**src/hdl/utp_pkg.sv**
```systemverilog
`timescale 1ns / 1ps
// ----------------------------------------------------------------------------
// utp_pkg
// Shared constants, types and helpers of the UUID text parser.
// ----------------------------------------------------------------------------
package utp_pkg;

  localparam int unsigned PosWidth   = 6;
  localparam int unsigned CountWidth = 5;

  localparam logic [PosWidth-1:0]   LenDashed   = 6'd36;
  localparam logic [PosWidth-1:0]   LenPlain    = 6'd32;
  localparam logic [PosWidth-1:0]   PosSaturate = 6'd37;
  localparam logic [PosWidth-1:0]   PosFormat   = 6'd8;
  localparam logic [PosWidth-1:0]   PosDashA    = 6'd13;
  localparam logic [PosWidth-1:0]   PosDashB    = 6'd18;
  localparam logic [PosWidth-1:0]   PosDashC    = 6'd23;
  localparam logic [CountWidth-1:0] UuidBytes   = 5'd16;
  localparam logic [7:0]            DashChar    = 8'h2D;

  // Result queue between the parser and the output stage
  localparam int unsigned QueueDepth = 4;
  localparam int unsigned QueuePtrW  = $clog2(QueueDepth);
  localparam int unsigned QueueCntW  = $clog2(QueueDepth + 1);

  // One result item as produced by the parser; the output stage folds the
  // check flags into the final status.
  typedef struct packed {
    logic       byte_valid;
    logic [7:0] byte_value;
    logic [3:0] byte_index;
    logic       done_res;
    logic       error_seen;
    logic       length_bad;
    logic       count_bad;
    logic       odd_digit;
  } event_t;

  typedef struct packed {
    logic       is_hex;
    logic [3:0] nibble;
  } hex_t;

  function automatic hex_t hex_decode(input logic [7:0] ch);
    hex_t h;
    h.is_hex = 1'b1;
    h.nibble = 4'd0;
    if (ch >= 8'h30 && ch <= 8'h39) begin
      h.nibble = ch[3:0];
    end else if ((ch >= 8'h61 && ch <= 8'h66) || (ch >= 8'h41 && ch <= 8'h46)) begin
      // 'a'..'f' and 'A'..'F' share the low three bits: 1..6
      h.nibble = 4'd9 + {1'b0, ch[2:0]};
    end else begin
      h.is_hex = 1'b0;
    end
    return h;
  endfunction

endpackage

```
**src/hdl/utp_if.sv**
```systemverilog
`timescale 1ns / 1ps
// ----------------------------------------------------------------------------
// utp_in_if / utp_out_if
// Valid/ready channels for characters in and parse results out.
// ----------------------------------------------------------------------------
interface utp_in_if;
  logic       valid;
  logic       ready;
  logic [7:0] character;
  logic       final_char;

  modport source (output valid, output character, output final_char, input ready);
  modport sink (input valid, input character, input final_char, output ready);
endinterface

interface utp_out_if;
  logic       valid;
  logic       ready;
  logic       byte_valid;
  logic [7:0] byte_value;
  logic [3:0] byte_index;
  logic       done_res;
  logic       status;

  modport source (
    output valid, output byte_valid, output byte_value, output byte_index,
    output done_res, output status, input ready
  );
  modport sink (
    input valid, input byte_valid, input byte_value, input byte_index,
    input done_res, input status, output ready
  );
endinterface

```
**src/hdl/uuid_text_parser.sv**
```systemverilog
`timescale 1ns / 1ps
// ----------------------------------------------------------------------------
// uuid_text_parser
// Streaming parser for the text form of a UUID, dashed or plain.
// ----------------------------------------------------------------------------
// Takes one character per clock cycle while input ready is high, with
// final_char on the last character of each string. The parser updates its
// state in the same cycle it takes a character and drops a result into a
// four-entry queue, which the output register loads from when it is empty
// or being taken. Input ready falls only when the queue is full, i.e. when
// the output side has stalled long enough. A result is produced for each
// byte decoded before any error (byte_valid, with its index 0..15) and for
// the last character (done_res, status 0 if well-formed, 1 otherwise); other
// characters produce nothing. Parse state clears after every string.
// ----------------------------------------------------------------------------
module uuid_text_parser (
  input  logic       clk,
  input  logic       rst,
  utp_in_if.sink     in_ch,
  utp_out_if.source  out_ch
);

  utp_pkg::event_t front_event;
  utp_pkg::event_t queue_event;
  logic            push;
  logic            room;
  logic            pop;
  logic            avail;

  utp_front u_front (
    .clk        (clk),
    .rst        (rst),
    .valid      (in_ch.valid),
    .ready      (in_ch.ready),
    .character  (in_ch.character),
    .final_char (in_ch.final_char),
    .room       (room),
    .push       (push),
    .event_out  (front_event)
  );

  utp_fifo u_fifo (
    .clk       (clk),
    .rst       (rst),
    .push      (push),
    .push_data (front_event),
    .room      (room),
    .pop       (pop),
    .avail     (avail),
    .pop_data  (queue_event)
  );

  utp_back u_back (
    .clk      (clk),
    .rst      (rst),
    .avail    (avail),
    .event_in (queue_event),
    .pop      (pop),
    .out_ch   (out_ch)
  );

endmodule

```
**src/hdl/utp_front.sv**
```systemverilog
`timescale 1ns / 1ps
// ----------------------------------------------------------------------------
// utp_front
// Character classifier and parse state; emits one event per byte completed
// without error, or per final character.
// ----------------------------------------------------------------------------
module utp_front (
  input  logic            clk,
  input  logic            rst,
  input  logic            valid,
  output logic            ready,
  input  logic [7:0]      character,
  input  logic            final_char,
  input  logic            room,
  output logic            push,
  output utp_pkg::event_t event_out
);

  logic [utp_pkg::PosWidth-1:0]   char_position, char_position_next;
  logic [3:0]                     high_nibble, high_nibble_next;
  logic                           have_high, have_high_next;
  logic                           dashed_form, dashed_form_next;
  logic                           error_seen, error_seen_next;
  logic [utp_pkg::CountWidth-1:0] bytes_done, bytes_done_next;

  utp_pkg::hex_t                  hex;
  logic                           is_dash;
  logic                           at_format;
  logic                           at_dash_pos;
  logic                           dash_slot;
  logic                           digit_slot;
  logic                           pair;
  logic                           bytes_full;
  logic                           byte_out;
  logic                           accept;
  logic [utp_pkg::PosWidth-1:0]   want_len;

  assign ready  = room;
  assign accept = valid && ready;

  always_comb begin
    hex         = utp_pkg::hex_decode(character);
    is_dash     = (character == utp_pkg::DashChar);
    at_format   = (char_position == utp_pkg::PosFormat);
    at_dash_pos = (char_position == utp_pkg::PosDashA) ||
                  (char_position == utp_pkg::PosDashB) ||
                  (char_position == utp_pkg::PosDashC);

    dashed_form_next = at_format ? is_dash : dashed_form;
    dash_slot        = at_format ? is_dash : (dashed_form && at_dash_pos);
    digit_slot       = !dash_slot && hex.is_hex;
    pair             = digit_slot && have_high;
    bytes_full       = (bytes_done >= utp_pkg::UuidBytes);
    byte_out         = pair && !bytes_full && !error_seen;

    error_seen_next = error_seen ||
                      (!at_format && dash_slot && !is_dash) ||
                      (!dash_slot && !hex.is_hex) ||
                      (pair && bytes_full);
    bytes_done_next = (pair && !bytes_full) ? bytes_done + 1'b1 : bytes_done;
    have_high_next  = digit_slot ? !have_high : have_high;
    high_nibble_next = (digit_slot && !have_high) ? hex.nibble : high_nibble;
    char_position_next = (char_position < utp_pkg::PosSaturate) ?
                         char_position + 1'b1 : utp_pkg::PosSaturate;

    want_len = dashed_form_next ? utp_pkg::LenDashed : utp_pkg::LenPlain;

    event_out.byte_valid = byte_out;
    event_out.byte_value = byte_out ? {high_nibble, hex.nibble} : 8'd0;
    event_out.byte_index = byte_out ? bytes_done[3:0] : 4'd0;
    event_out.done_res   = final_char;
    // saturated position differs from the true length only past 37
    event_out.error_seen = final_char && error_seen_next;
    event_out.length_bad = final_char && (char_position_next != want_len);
    event_out.count_bad  = final_char && (bytes_done_next != utp_pkg::UuidBytes);
    event_out.odd_digit  = final_char && have_high_next;

    push = accept && (byte_out || final_char);
  end

  always_ff @(posedge clk) begin
    if (rst || (accept && final_char)) begin
      char_position <= '0;
      high_nibble   <= '0;
      have_high     <= 1'b0;
      dashed_form   <= 1'b0;
      error_seen    <= 1'b0;
      bytes_done    <= '0;
    end else if (accept) begin
      char_position <= char_position_next;
      high_nibble   <= high_nibble_next;
      have_high     <= have_high_next;
      dashed_form   <= dashed_form_next;
      error_seen    <= error_seen_next;
      bytes_done    <= bytes_done_next;
    end
  end

  a_bytes_bound: assert property (@(posedge clk) disable iff (rst)
    bytes_done <= utp_pkg::UuidBytes)
    else $error("byte count ran past sixteen");

  a_clear_after_final: assert property (@(posedge clk) disable iff (rst)
    accept && final_char |=> char_position == '0 && !have_high && !error_seen)
    else $error("parse state not cleared after the last character");

  a_no_byte_after_error: assert property (@(posedge clk) disable iff (rst)
    error_seen |-> !event_out.byte_valid)
    else $error("byte emitted after an error");

  // the last character clears the count instead
  a_index_follows_count: assert property (@(posedge clk) disable iff (rst)
    push && event_out.byte_valid && !final_char |=>
      bytes_done == $past(bytes_done) + 1'b1)
    else $error("byte count did not advance with an emitted byte");

endmodule

```
**src/hdl/utp_fifo.sv**
```systemverilog
`timescale 1ns / 1ps
// ----------------------------------------------------------------------------
// utp_fifo
// Short queue of parse events between the parser and the output stage.
// ----------------------------------------------------------------------------
module utp_fifo (
  input  logic            clk,
  input  logic            rst,
  input  logic            push,
  input  utp_pkg::event_t push_data,
  output logic            room,
  input  logic            pop,
  output logic            avail,
  output utp_pkg::event_t pop_data
);

  utp_pkg::event_t                entries [utp_pkg::QueueDepth];
  logic [utp_pkg::QueuePtrW-1:0]  wr_ptr;
  logic [utp_pkg::QueuePtrW-1:0]  rd_ptr;
  logic [utp_pkg::QueueCntW-1:0]  count;
  logic                           do_pop;

  assign room     = (count != utp_pkg::QueueCntW'(utp_pkg::QueueDepth));
  assign avail    = (count != '0);
  assign pop_data = entries[rd_ptr];
  assign do_pop   = pop && avail;

  always_ff @(posedge clk) begin
    if (push) begin
      entries[wr_ptr] <= push_data;
    end
  end

  always_ff @(posedge clk) begin
    if (rst) begin
      wr_ptr <= '0;
      rd_ptr <= '0;
      count  <= '0;
    end else begin
      if (push) begin
        wr_ptr <= wr_ptr + 1'b1;
      end
      if (do_pop) begin
        rd_ptr <= rd_ptr + 1'b1;
      end
      if (push && !do_pop) begin
        count <= count + 1'b1;
      end else if (!push && do_pop) begin
        count <= count - 1'b1;
      end
    end
  end

  a_no_overflow: assert property (@(posedge clk) disable iff (rst)
    push |-> room)
    else $error("push into a full queue");

  a_count_tracks_ptrs: assert property (@(posedge clk) disable iff (rst)
    count[utp_pkg::QueuePtrW-1:0] == wr_ptr - rd_ptr)
    else $error("queue count disagrees with pointers");

  a_count_bound: assert property (@(posedge clk) disable iff (rst)
    count <= utp_pkg::QueueCntW'(utp_pkg::QueueDepth))
    else $error("queue count above depth");

endmodule

```
**src/hdl/utp_back.sv**
```systemverilog
`timescale 1ns / 1ps
// ----------------------------------------------------------------------------
// utp_back
// Output stage: takes events off the queue, folds the end-of-string checks
// into the status and holds the result item until it is taken.
// ----------------------------------------------------------------------------
module utp_back (
  input  logic            clk,
  input  logic            rst,
  input  logic            avail,
  input  utp_pkg::event_t event_in,
  output logic            pop,
  utp_out_if.source       out_ch
);

  logic       out_valid;
  logic       byte_valid;
  logic [7:0] byte_value;
  logic [3:0] byte_index;
  logic       done_res;
  logic       status;
  logic       status_next;

  assign pop = avail && (!out_valid || out_ch.ready);

  assign status_next = event_in.done_res &&
                       (event_in.error_seen || event_in.length_bad ||
                        event_in.count_bad || event_in.odd_digit);

  always_ff @(posedge clk) begin
    if (rst) begin
      out_valid <= 1'b0;
    end else if (pop) begin
      out_valid <= 1'b1;
    end else if (out_ch.ready) begin
      out_valid <= 1'b0;
    end
  end

  always_ff @(posedge clk) begin
    if (pop) begin
      byte_valid <= event_in.byte_valid;
      byte_value <= event_in.byte_value;
      byte_index <= event_in.byte_index;
      done_res   <= event_in.done_res;
      status     <= status_next;
    end
  end

  assign out_ch.valid      = out_valid;
  assign out_ch.byte_valid = byte_valid;
  assign out_ch.byte_value = byte_value;
  assign out_ch.byte_index = byte_index;
  assign out_ch.done_res   = done_res;
  assign out_ch.status     = status;

  a_status_only_when_done: assert property (@(posedge clk) disable iff (rst)
    out_valid && status |-> done_res)
    else $error("status flagged on an item that does not end a string");

  a_item_not_empty: assert property (@(posedge clk) disable iff (rst)
    out_valid |-> byte_valid || done_res)
    else $error("result item carries neither a byte nor an end");

  a_pop_loads: assert property (@(posedge clk) disable iff (rst)
    pop |=> out_valid)
    else $error("popped event not presented");

endmodule

```
**src/flat_wrapper.sv**
```systemverilog
// flat-port wrapper written by rule: the top's interface ports become plain ports
module uuid_text_parser_flat 
  (clk, rst, in_ch_valid, in_ch_character, in_ch_final_char, in_ch_ready, out_ch_valid, out_ch_byte_valid, out_ch_byte_value, out_ch_byte_index, out_ch_done_res, out_ch_status, out_ch_ready);
  utp_in_if in_ch_i ();
  utp_out_if out_ch_i ();
  input  logic clk;
  input  logic rst;
  input wire logic [$bits(in_ch_i.valid)-1:0] in_ch_valid;
  input wire logic [$bits(in_ch_i.character)-1:0] in_ch_character;
  input wire logic [$bits(in_ch_i.final_char)-1:0] in_ch_final_char;
  output wire logic [$bits(in_ch_i.ready)-1:0] in_ch_ready;
  output wire logic [$bits(out_ch_i.valid)-1:0] out_ch_valid;
  output wire logic [$bits(out_ch_i.byte_valid)-1:0] out_ch_byte_valid;
  output wire logic [$bits(out_ch_i.byte_value)-1:0] out_ch_byte_value;
  output wire logic [$bits(out_ch_i.byte_index)-1:0] out_ch_byte_index;
  output wire logic [$bits(out_ch_i.done_res)-1:0] out_ch_done_res;
  output wire logic [$bits(out_ch_i.status)-1:0] out_ch_status;
  input wire logic [$bits(out_ch_i.ready)-1:0] out_ch_ready;
  assign in_ch_i.valid = in_ch_valid;
  assign in_ch_i.character = in_ch_character;
  assign in_ch_i.final_char = in_ch_final_char;
  assign in_ch_ready = in_ch_i.ready;
  assign out_ch_valid = out_ch_i.valid;
  assign out_ch_byte_valid = out_ch_i.byte_valid;
  assign out_ch_byte_value = out_ch_i.byte_value;
  assign out_ch_byte_index = out_ch_i.byte_index;
  assign out_ch_done_res = out_ch_i.done_res;
  assign out_ch_status = out_ch_i.status;
  assign out_ch_i.ready = out_ch_ready;
  uuid_text_parser u_core (.clk(clk), .rst(rst), .in_ch(in_ch_i), .out_ch(out_ch_i));
endmodule
```
**config.mk**
```make
export PLATFORM = sky130hd
export DESIGN_NAME = uuid_text_parser_flat
export DESIGN_NICKNAME = d
export VERILOG_FILES = /design/src/hdl/utp_pkg.sv /design/src/hdl/utp_if.sv /design/src/hdl/uuid_text_parser.sv /design/src/hdl/utp_front.sv /design/src/hdl/utp_fifo.sv /design/src/hdl/utp_back.sv /design/src/flat_wrapper.sv
export SDC_FILE = /design/constraint.sdc
export NUM_CORES = 1
export LEC_CHECK = 0
export BUFFER_PORTS_ARGS = -buffer_cell sky130_fd_sc_hd__buf_2
export CAP_MARGIN = 20
export CORE_ASPECT_RATIO = 0.6
export CORE_MARGIN = 10
export CORE_UTILIZATION = 40
export DETAILED_ROUTE_END_ITERATION = 6
export HOLD_SLACK_MARGIN = 0.08
export PLACE_DENSITY = 0.59
export SYNTH_ARGS = -nofsm -noshare
export SYNTH_HDL_FRONTEND = slang
export SYNTH_SLANG_ARGS = --single-unit
```
**constraint.sdc**
```tcl
create_clock -name clk -period 6.09 [get_ports clk]
set_input_delay 0.609 -clock clk [delete_from_list [all_inputs] [get_ports clk]]
set_output_delay 0.609 -clock clk [all_outputs]
set_load 0.01 [all_outputs]
```
==> impl_metrics.toml, run 1 <==
[run_status]
status = "finished, final reports clean"

[floorplan]
start_util_pct = 40.9
dieHeight_um = 106
core-area_um2 = 12000
num_rows = 31
fp.dieW_um = 163
dieArea_um2 = 17300
ios = 30

[placed_design]
gp_congestion = 0.842
place_ws_ns = 1.55
hpwl_um = 6620
portBuffers = 29

[cts]
cts_sinks = 115
htree_levels = 4
cts-root-buf = "clkbuf_16"
cts_resized = 0
cts_buffers = 17
cts_buffer_depth = 2
cts_tree = "yes"
holdBufCountCts = 0
path_clk_slew_ns = 0.06
clk_latency_ns = 0.41
cts.repair_timing.setup_buffer_count = 0

[synth]
yosys.area_share.simple_pct = 10.3
synth_compound_area_share_pct = 7.94
yosys_warnings = 0
ys_seq_area_share_pct = 64.5
synth_fp_nets = 372
synth_edf_count = 87
yosys_register_bits = 115
synth.cell_area_um2 = 4920
synthXorXnorAreaFrac_pct = 1.96
synthAdderAreaFrac_pct = 4.73
synth_top_family_by_area = "simple AND/OR/NAND/NOR gates"
synthMuxAreaShare_pct = 7.71
avgSynthCellArea_um2 = 14.4
synth_cells = 341
ys_types = 56
ys.flop_type = "edfxtp_1"
async_flop_share_pct = 0

[route]
drc = 0
dr_wl_met2_um = 3990
num_vias = 2895
drt-met1-wl_um = 5180
met3_length_um = 581
highest_layer = "met4"
viasPerCell = 5.24
drt_iter0_drc = 308
drt-total-wl_um = 9830
drtAntennaViolNets = 0
routedWlPerCell_um = 17.8
drtPass1Iterations = 4

[flow_run]
cap_violations = 0

[grt]
grt_pass1_vias = 2868
antenna_found_initial = 0
grt_pass1_wl_um = 15700
grt_usage_pct = 11.8
overflow = 0
grt_start_max_net_pins = 22

[pwr]
seq_power_share_pct = 42.1
leakagePower_nw = 2.02
clkPwrFrac_pct = 41.0
ir_drop_mv = 0.260
switching_share_pct = 26.8
power_density_nw_per_um2 = 422
internal_power_mw = 1.80
switchingPower_mw = 0.657
p_comb_share_pct = 16.8

[critical_path]
critPathMaxStageDelay_ns = 0.47
crit_path_start_kind = "flip-flop"
critPathKind = "reg -> reg"
slowest_stage = "dfxtp_1"
crit_path_max_fanout = 11
cp-end-kind = "flip-flop"
crit_required_ns = 6.43
arrival_ns = 4.63
crit_chain = "inv_1 -> ha_1 -> mux2_2 -> a32o_1 -> a22oi_1 -> ha_1 -> nor2b_1 -> nand2b_1 -> inv_1 -> o211a_1 -> ha_1 -> inv_1 -> fa_1 -> xor2_1 -> or3_1 -> a21oi_1"

[timing]
drv_slew = 0
max_freq_mhz = 233
tightest_slew_ns = 1.08
post-route-period-util_pct = 70.5
worst_slack_ns = 1.80
rsz0062_at_grt = "no"
setup_tns_ns = 0
period_needed_ns = 4.29
skew_ns = 0.0103
setup_viol = 0
slew_headroom_pct = 28.2
hold_viol = 0

[worst_hold_path]
hold_path.class = "reg -> reg"

[finish]
final_common_cell = "edfxtp_1"
drive_above_1_share_pct = 20.6
syn_to_final_growth_pct = 18.3
num-nets-final = 406
final_cell_mix = "edfxtp_1 (87), buf_2 (29), dfxtp_1 (28), nor2_1 (23), a21oi_1 (18)"
num_antenna_cells = 0
-- cell usage after synthesis, types with 6 or more instances --
master	instances	area share [%]
and2_1	12	1.5
xnor2_1	6	1.1
nor4_1	6	0.76
nand2_1	6	0.46
nor2_1	23	1.8
a21oi_1	18	1.8
edfxtp_1	87	53
clkbuf_1	8	0.61
nand3_1	11	1.1
ha_1	17	4.3
dfxtp_1	28	11
inv_1	15	1.1
o21ai_0	8	0.81
mux4_2	15	6.9
-- power by group through the flow --
stage	clock, mW	combinational [mW]	sequential, mW
after global placement	0	0.387	1.06
after floorplan	0	0.265	1.05
final	1.01	0.413	1.04
after global routing	1.06	0.460	1.05
after CTS	1.02	0.396	1.05
after detailed placement	0	0.392	1.07
-- area by class of cell --
type	instances	area, um2
fill	1046	6210
sequential	115	3170
multi-input combinational	196	1600
clock buffer	17	425
tap	165	206
clock inverter	15	179
timing repair buffer	30	173
inverter	15	56.3
-- worst max-delay path: cells and delay by family, from the launching register on --
kind	cells	cell delay, ns
xor+xnor	1	0.18
flops	1	0.47
mux	1	0.27
compound gates	4	0.88
simple gates	3	0.92
fa+ha+maj	4	1.04
buf+inv	3	0.45
-- state kept, by name, indices dropped and copies added (netlist names), 2 cells and up, named ones only --
name and count:
u_core.u_fifo.entries 72, u_core.u_back.out_ch.byte_value 8, u_core.u_front.char_position 6, u_core.u_front.bytes_done 5, u_core.u_back.out_ch.byte_index 4, u_core.u_front.high_nibble 4
u_core.u_fifo.count 3, u_core.u_fifo.rd_ptr 2, u_core.u_fifo.wr_ptr 2
-- cells by family after synthesis --
kind of cell / after synthesis
DFF: 115
and+or+nand+nor: 89
AOI/OAI and AO/OA: 59
buffers and inverters: 30
muxes: 19
adders and majority gates: 18
xor gates and xnor gates: 11
-- worst paths after layout --
kind,from,end,slack (ns),depth (start not counted)
worst max-delay path,u_core.u_front.char_position[0]$_SDFFE_PP0P_,u_core.u_fifo.count[2]$_SDFFE_PP0P_,1.80,16
worst min-delay path,u_core.u_front.high_nibble[1]$_SDFFE_PP0P_,u_core.u_front.high_nibble[1]$_SDFFE_PP0P_,0.52,2
worst max register to register,u_core.u_front.char_position[0]$_SDFFE_PP0P_,u_core.u_fifo.count[2]$_SDFFE_PP0P_,1.80,16
worst min register to register,u_core.u_front.high_nibble[1]$_SDFFE_PP0P_,u_core.u_front.high_nibble[1]$_SDFFE_PP0P_,0.52,2
-- layer usage --
metal / vias to the layer above / track usage (%)
met4: 0 / 3.85
met2: 75 / 15.7
li1: 1383 / -
met5: - / 0
met3: 12 / 3.65
met1: 1425 / 17.5
-- metrics by stage --
stage / utilization, % / total power, mW / cell area, um2 / hold slack, ns / std cells
after floorplan: - / 1.32 / 4920 / 0.473 / 341
after global placement: 43.1 / 1.45 / 5180 / 0.497 / 520
after detailed placement: 43.1 / 1.46 / 5180 / 0.504 / 520
after CTS: 48.1 / 2.47 / 5790 / 0.506 / 552
after global routing: 48.4 / 2.57 / 5820 / 0.526 / 553
final: 48.4 / 2.46 / 5820 / 0.515 / 553
(Power assumes the default switching activity.)
==> inputs of run 2 (changes only) <==
--- a/config.mk
+++ b/config.mk
@@ -12,7 +12,7 @@
 export CORE_UTILIZATION = 40
 export DETAILED_ROUTE_END_ITERATION = 6
 export HOLD_SLACK_MARGIN = 0.08
-export PLACE_DENSITY = 0.59
+export PLACE_DENSITY = 0.61
 export SYNTH_ARGS = -nofsm -noshare
 export SYNTH_HDL_FRONTEND = slang
 export SYNTH_SLANG_ARGS = --single-unit
==> constraint.sdc (replaced) <==
create_clock -name clk -period 3.5 [get_ports clk]
set_input_delay 0.35 -clock clk [delete_from_list [all_inputs] [get_ports clk]]
set_output_delay 0.35 -clock clk [all_outputs]
set_load 0.01 [all_outputs]
==> run 2 against run 1 <==
  * Hold slack lost 0.26 ns
  * Non-clock buffer count grew 16
  * Maximum frequency grew 30%
  * Combinational power grew 79%
  * Routed wire length is essentially flat
  * Critical path type unchanged
==> impl_metrics.toml, run 2 (synthesis gave the netlist of run 1 again) <==
[timing]
hold_viol = 0
setup_viol = 0
post-route-period-util_pct = 94.7
period_needed_ns = 3.31
max_freq_mhz = 302
drv_slew = 0
skew_ns = 0.00983
slew_headroom_pct = 44.9
tightest_slew_ns = 0.826
whs_ns = 0.255

[flow_run]
cap_violations = 0

[worst_hold_path]
hold_start = "rst"
hold_path.class = "in -> reg"
min_path_cells = 2
hold_end = "u_core.u_fifo.count[2]$_SDFFE_PP0P_"

[critical_path]
r2r-start = "u_core.u_front.char_position[0]$_SDFFE_PP0P_"
crit_required_ns = 3.84
crit_path_start_kind = "flip-flop"
r2r_end = "u_core.u_fifo.count[2]$_SDFFE_PP0P_"
crit_path_max_fanout = 5
arrival_ns = 3.66
critPathKind = "reg -> reg"
r2r_slack_ns = 0.19
reg2regPathDepth = 16
cp-end-kind = "flip-flop"

[finish]
num_antenna_cells = 0
largest_reg_flops = 72
drive_above_1_share_pct = 25.7
largest_register = "u_core.u_fifo.entries"
reg_top3 = "u_core.u_fifo.entries x72, u_core.u_back.out_ch.byte_value x8, u_core.u_front.char_position x6"
fin_area_um2 = 5940
num-nets-final = 422
final_util_pct = 49.4
nFillCells = 1046
final_cells = 569
final_cell_mix = "edfxtp_1 (87), buf_2 (29), dfxtp_1 (27), nor2_1 (23)"
ff_latch_area_um2 = 3180
final_common_cell = "edfxtp_1"
syn_to_final_growth_pct = 20.8
multi_input_area_um2 = 1630

[cts]
holdBufCountCts = 0
cts_buffer_depth = 2
clk_latency_ns = 0.41
path_clk_slew_ns = 0.05
cts_sinks = 115
htree_levels = 4
cts-root-buf = "clkbuf_16"
cts_tree = "yes"
cts_buffers = 17

[route]
drt-total-wl_um = 9830
drtPass1Iterations = 5
viasPerCell = 5.17
drtAntennaViolNets = 0
routedWlPerCell_um = 17.3
num_vias = 2939
drc = 0
drt_iter0_drc = 186

[pwr]
ir_drop_mv = 0.334
leakagePower_nw = 2.09
power_density_nw_per_um2 = 712
total_power_mw = 4.23

[floorplan]
fp.dieW_um = 163
ios = 30
num_rows = 31
start_util_pct = 40.9
dieHeight_um = 106
core-area_um2 = 12000
dieArea_um2 = 17300

[grt]
antenna_found_initial = 0
grt_pass1_vias = 2999
overflow = 0
grt_usage_pct = 11.9
grt_start_max_net_pins = 22
grt_pass1_wl_um = 16100

[placed_design]
portBuffers = 29
gp_congestion = 0.824
hpwl_um = 6700
numPlacedInstances = 532
placed_area_um2 = 5290

[run_status]
status = "finished, final reports clean"
## run 2: worst max path at each step
stage	startpoint	endpoint	slack [ns]	depth (start not counted)
2_1_floorplan	u_core.u_front.char_position[0]$_SDFFE_PP0P_	u_core.u_fifo.count[2]$_SDFFE_PP0P_	0.03	17
3_3_place_gp	u_core.u_front.char_position[0]$_SDFFE_PP0P_	u_core.u_fifo.count[2]$_SDFFE_PP0P_	0.17	16
3_5_place_dp	u_core.u_front.char_position[0]$_SDFFE_PP0P_	u_core.u_fifo.count[2]$_SDFFE_PP0P_	0.05	16
4_1_cts	u_core.u_front.char_position[0]$_SDFFE_PP0P_	u_core.u_fifo.count[2]$_SDFFE_PP0P_	0.03	16
5_1_grt	u_core.u_front.char_position[0]$_SDFFE_PP0P_	u_core.u_fifo.count[2]$_SDFFE_PP0P_	-0.004	16
6_report	u_core.u_front.char_position[0]$_SDFFE_PP0P_	u_core.u_fifo.count[2]$_SDFFE_PP0P_	0.19	16
## run 2: where the power goes
part	switching [mW]	internal, mW	leakage, nW	total, mW
registers	0.0914	1.69	1.01	1.78
logic	0.423	0.317	0.803	0.740
clock network	0.594	1.11	0.283	1.71
## run 2: area by class of cell
type                       count  area share [%]
clock inverter                14            2.74
sequential                   115            53.5
tap                          165            3.48
multi-input combinational    196            27.5
inverter                      15           0.948
timing repair buffer          46            4.59
clock buffer                  18            7.23
## run 2: what timing repair did
action / 4_1_cts / 5_1_grt
endpoints found under the setup margin: 0 / 1
gates resized for setup: 0 / 7
endpoints found under the hold margin: 0 / 0
buffers inserted: 0 / 5
## run 2: routing by layer
layer	wire length, um	up-vias	share of wire (%)	global-route usage, %
met2	4050	82	41	15.9
met1	5090	1435	52	17.0
met3	615	8	6.3	4.00
met5	0	-	0	0
li1	-	1414	-	-
met4	78	0	0.79	5.45
## run 2: metrics by stage
| stage | worst slack [ns] | setup TNS (ns) |
|---|---|---|
| 2_1_floorplan | 0.0348 | 0 |
| 4_1_cts | 0.0323 | 0 |
| 3_3_place_gp | 0.168 | 0 |
| 5_1_grt | -0.00438 | -0.00438 |
| 3_5_place_dp | 0.0519 | 0 |
| 6_report | 0.187 | 0 |
## run 2: critical path, stage by stage (launching register included)
cell	delay, ns
dfxtp_4	0.36
inv_1	0.07
ha_1	0.19
mux2_2	0.27
a32o_1	0.23
a22oi_2	0.20
ha_2	0.23
nor2b_4	0.17
nand2b_4	0.08
inv_2	0.06
o211a_1	0.15
ha_2	0.19
inv_1	0.05
fa_1	0.37
xor2_1	0.17
or3_1	0.33
a21oi_2	0.12
==> inputs of run 3 (changes only) <==
--- a/config.mk
+++ b/config.mk
@@ -5,6 +5,7 @@
 export SDC_FILE = /design/constraint.sdc
 export NUM_CORES = 1
 export LEC_CHECK = 0
+export ABC_AREA = 1
 export BUFFER_PORTS_ARGS = -buffer_cell sky130_fd_sc_hd__buf_2
 export CAP_MARGIN = 20
 export CORE_ASPECT_RATIO = 0.6
@@ -13,6 +14,7 @@
 export DETAILED_ROUTE_END_ITERATION = 6
 export HOLD_SLACK_MARGIN = 0.08
 export PLACE_DENSITY = 0.61
+export SLEW_MARGIN = 30
 export SYNTH_ARGS = -nofsm -noshare
 export SYNTH_HDL_FRONTEND = slang
 export SYNTH_SLANG_ARGS = --single-unit
==> run 3 against run 2 <==
  * First-iteration DRC count increased by 46%
  * Cell count increased by 19%
  * Hold slack got worse by 0.15 ns
  * Non-clock buffer count fell by 11
  * Clock skew up 0.0019 ns
  * Combinational power up 29%
  * Global-route usage decreased by 0.28 points
  * Critical path type unchanged
  * Largest cell class unchanged
  * Highest routed layer unchanged
==> impl_metrics.toml, run 3 <==
[run_status]
status = "finished, final reports clean"

[finish]
reg_top3 = "u_core.u_fifo.entries x72, u_core.u_back.out_ch.byte_value x8, u_core.u_front.char_position x6"
final_common_cell = "edfxtp_1"
num_antenna_cells = 0
final_cell_mix = "edfxtp_1 (87), nor2_1 (72), inv_1 (47), o21ai_0 (40), nand2_1 (36)"
largest_register = "u_core.u_fifo.entries"
largest_reg_flops = 72
multi_input_area_um2 = 1610
drive_above_1_share_pct = 22.0
nFillCells = 1109
final_cells = 679
num-nets-final = 532
ff_latch_area_um2 = 3170
syn_to_final_growth_pct = 18.4

[flow_run]
cap_violations = 0

[timing]
hold_viol = 0
skew_ns = 0.0117
period_needed_ns = 3.12
drv_slew = 0
tightest_slew_ns = 0.915
setup_tns_ns = 0
post-route-period-util_pct = 89.3
setup_viol = 0
worst_slack_ns = 0.376
rsz0062_at_grt = "no"
slew_headroom_pct = 38.9
max_freq_mhz = 320

[critical_path]
cp-end-kind = "flip-flop"
crit_path_start_kind = "flip-flop"
crit_path_max_fanout = 9
crit_required_ns = 3.79
critPathKind = "reg -> reg"
arrival_ns = 3.42

[floorplan]
num_rows = 31
dieArea_um2 = 17700
dieHeight_um = 107
start_util_pct = 41.5
fp.dieW_um = 165
core-area_um2 = 12200
ios = 30

[synth]
async_flop_share_pct = 0
avgSynthCellArea_um2 = 11.1
yosys_register_bits = 115
yosys_warnings = 0
synth.most_common_cell = "edfxtp_1"
synth_edf_count = 87
synth_top_area_share_pct = 51.5
yosysTopAreaCell = "edfxtp_1"
ys_seq_area_share_pct = 62.6
netlist_top_cells_count = "edfxtp_1 (87), nor2_1 (72), inv_1 (47), o21ai_0 (40), nand2_1 (36)"
synth_cells = 458
synth_fp_nets = 489
synth.cell_area_um2 = 5070
ys_types = 40
synthTopCellsByArea = "edfxtp_1 (52%), dfxtp_1 (11%), nor2_1 (5.3%)"
ys.flop_type = "edfxtp_1"

[route]
viasPerCell = 4.87
routedWlPerCell_um = 14.7
drt-total-wl_um = 9990
drtPass1Iterations = 5
drt_iter0_drc = 271
drtAntennaViolNets = 0
num_vias = 3304
drc = 0

[pwr]
switchingPower_mw = 1.33
clkPwrFrac_pct = 38.3
power_density_nw_per_um2 = 746
ir_drop_mv = 0.424
total_power_mw = 4.48
internal_power_mw = 3.15
switching_share_pct = 29.8
p_comb_share_pct = 21.2
leakagePower_nw = 2.33
seq_power_share_pct = 40.5

[cts]
path_clk_slew_ns = 0.05
cts.repair_timing.setup_buffer_count = 0
cts_buffer_depth = 2
cts-root-buf = "clkbuf_16"
clk_latency_ns = 0.41
cts_tree = "yes"
cts_sinks = 115
cts_buffers = 17
htree_levels = 4

[placed_design]
portBuffers = 29
gp_congestion = 0.874
numPlacedInstances = 647
place_ws_ns = 0.192
hpwl_um = 6620

[worst_hold_path]
hold_path.class = "in -> reg"

[grt]
grt_start_max_net_pins = 32
grt_pass1_vias = 3148
antenna_found_initial = 0
overflow = 0
grt_usage_pct = 11.7
grt_pass1_wl_um = 16000
## run 3: cell count changes after synthesis, moves of 10 or more
cell	before	now
and2_1	12	1
mux4_2	15	0
nor2_1	23	72
o21ai_0	8	40
o21ai_2	0	10
inv_1	15	47
o22ai_1	2	15
nand2_1	6	36
## run 3: layout make-up
cell class              instances  area share (%)
inverters                      57            3.81
repair buffers                 35            3.17
clock buffers                  18            7.14
flip-flops and latches        115            52.8
multi-input cells             275            26.9
well taps                     165            3.44
clock inverters                14            2.73
## run 3: what timing repair did
action,in CTS,in global routing
endpoints found under the setup margin,0,1
hold buffers,0,0
endpoints found under the hold margin,0,0
resized for setup,0,2
## run 3: worst max-delay path, stage by stage (launching register included)
cell and delay (ns):
dfxtp_1 0.44, inv_1 0.11, ha_1 0.19, nand2_1 0.06, nand3b_4 0.14, nand2_2 0.08, nand3_2 0.08, nand2_2 0.06
inv_1 0.07, ha_1 0.21, nand2_2 0.12, nor2_4 0.18, o21ai_2 0.14, inv_1 0.08, ha_1 0.14, inv_1 0.07
fa_1 0.37, a21oi_1 0.14, o21ai_0 0.11, o21ai_0 0.16, a21oi_1 0.06
## run 3: routing by layer
layer	share of wire, %	wire length (um)	global-route usage, %
met3	6.7	670	3.59
met5	0	0	0
met2	42	4190	16.2
met4	1.3	128	5.37
met1	50	5000	16.2
## run 3: path summary, 6_finish.rpt
kind / start / end / depth (start not counted) / slack, ns
worst max register to register: u_core.u_front.char_position[1]$_SDFFE_PP0P_ / u_core.u_fifo.count[2]$_SDFFE_PP0P_ / 20 / 0.38
worst max-delay path: u_core.u_front.char_position[1]$_SDFFE_PP0P_ / u_core.u_fifo.count[2]$_SDFFE_PP0P_ / 20 / 0.38
worst min-delay path: rst / u_core.u_fifo.count[0]$_SDFFE_PP0P_ / 2 / 0.11
worst min register to register: u_core.u_fifo.rd_ptr[1]$_SDFFE_PP0P_ / u_core.u_fifo.rd_ptr[1]$_SDFFE_PP0P_ / 2 / 0.47
## run 3: cells by family after synthesis
| kind of cell | Yosys count | synth area share [%] |
|---|---|---|
| adder cells (fa/ha/maj) | 18 | 4.59 |
| XOR/XNOR | 6 | 1.04 |
| AND/OR/NAND/NOR | 150 | 14.0 |
| flip-flops | 115 | 62.6 |
| buffers and inverters | 68 | 5.72 |
| AO/OA/AOI/OAI | 101 | 12.1 |
## run 3: power groups by stage
stage,logic (mW),registers (mW),clock network [mW]
after floorplan,0.624,1.88,0
after global placement,0.946,1.84,0
after detailed placement,0.965,1.85,0
after CTS,0.970,1.82,1.74
after global routing,1.07,1.84,1.81
final,0.951,1.82,1.72
## run 3: per-stage QoR
step / instance area, um2 / hold slack [ns] / utilization, %
3_3_place_gp: 5410 / 0.453 / 44.3
5_1_grt: 6010 / 0.110 / 49.2
2_1_floorplan: 5070 / 0.422 / -
3_5_place_dp: 5410 / 0.459 / 44.3
4_1_cts: 6000 / 0.0926 / 49.1
6_report: 6010 / 0.110 / 49.2
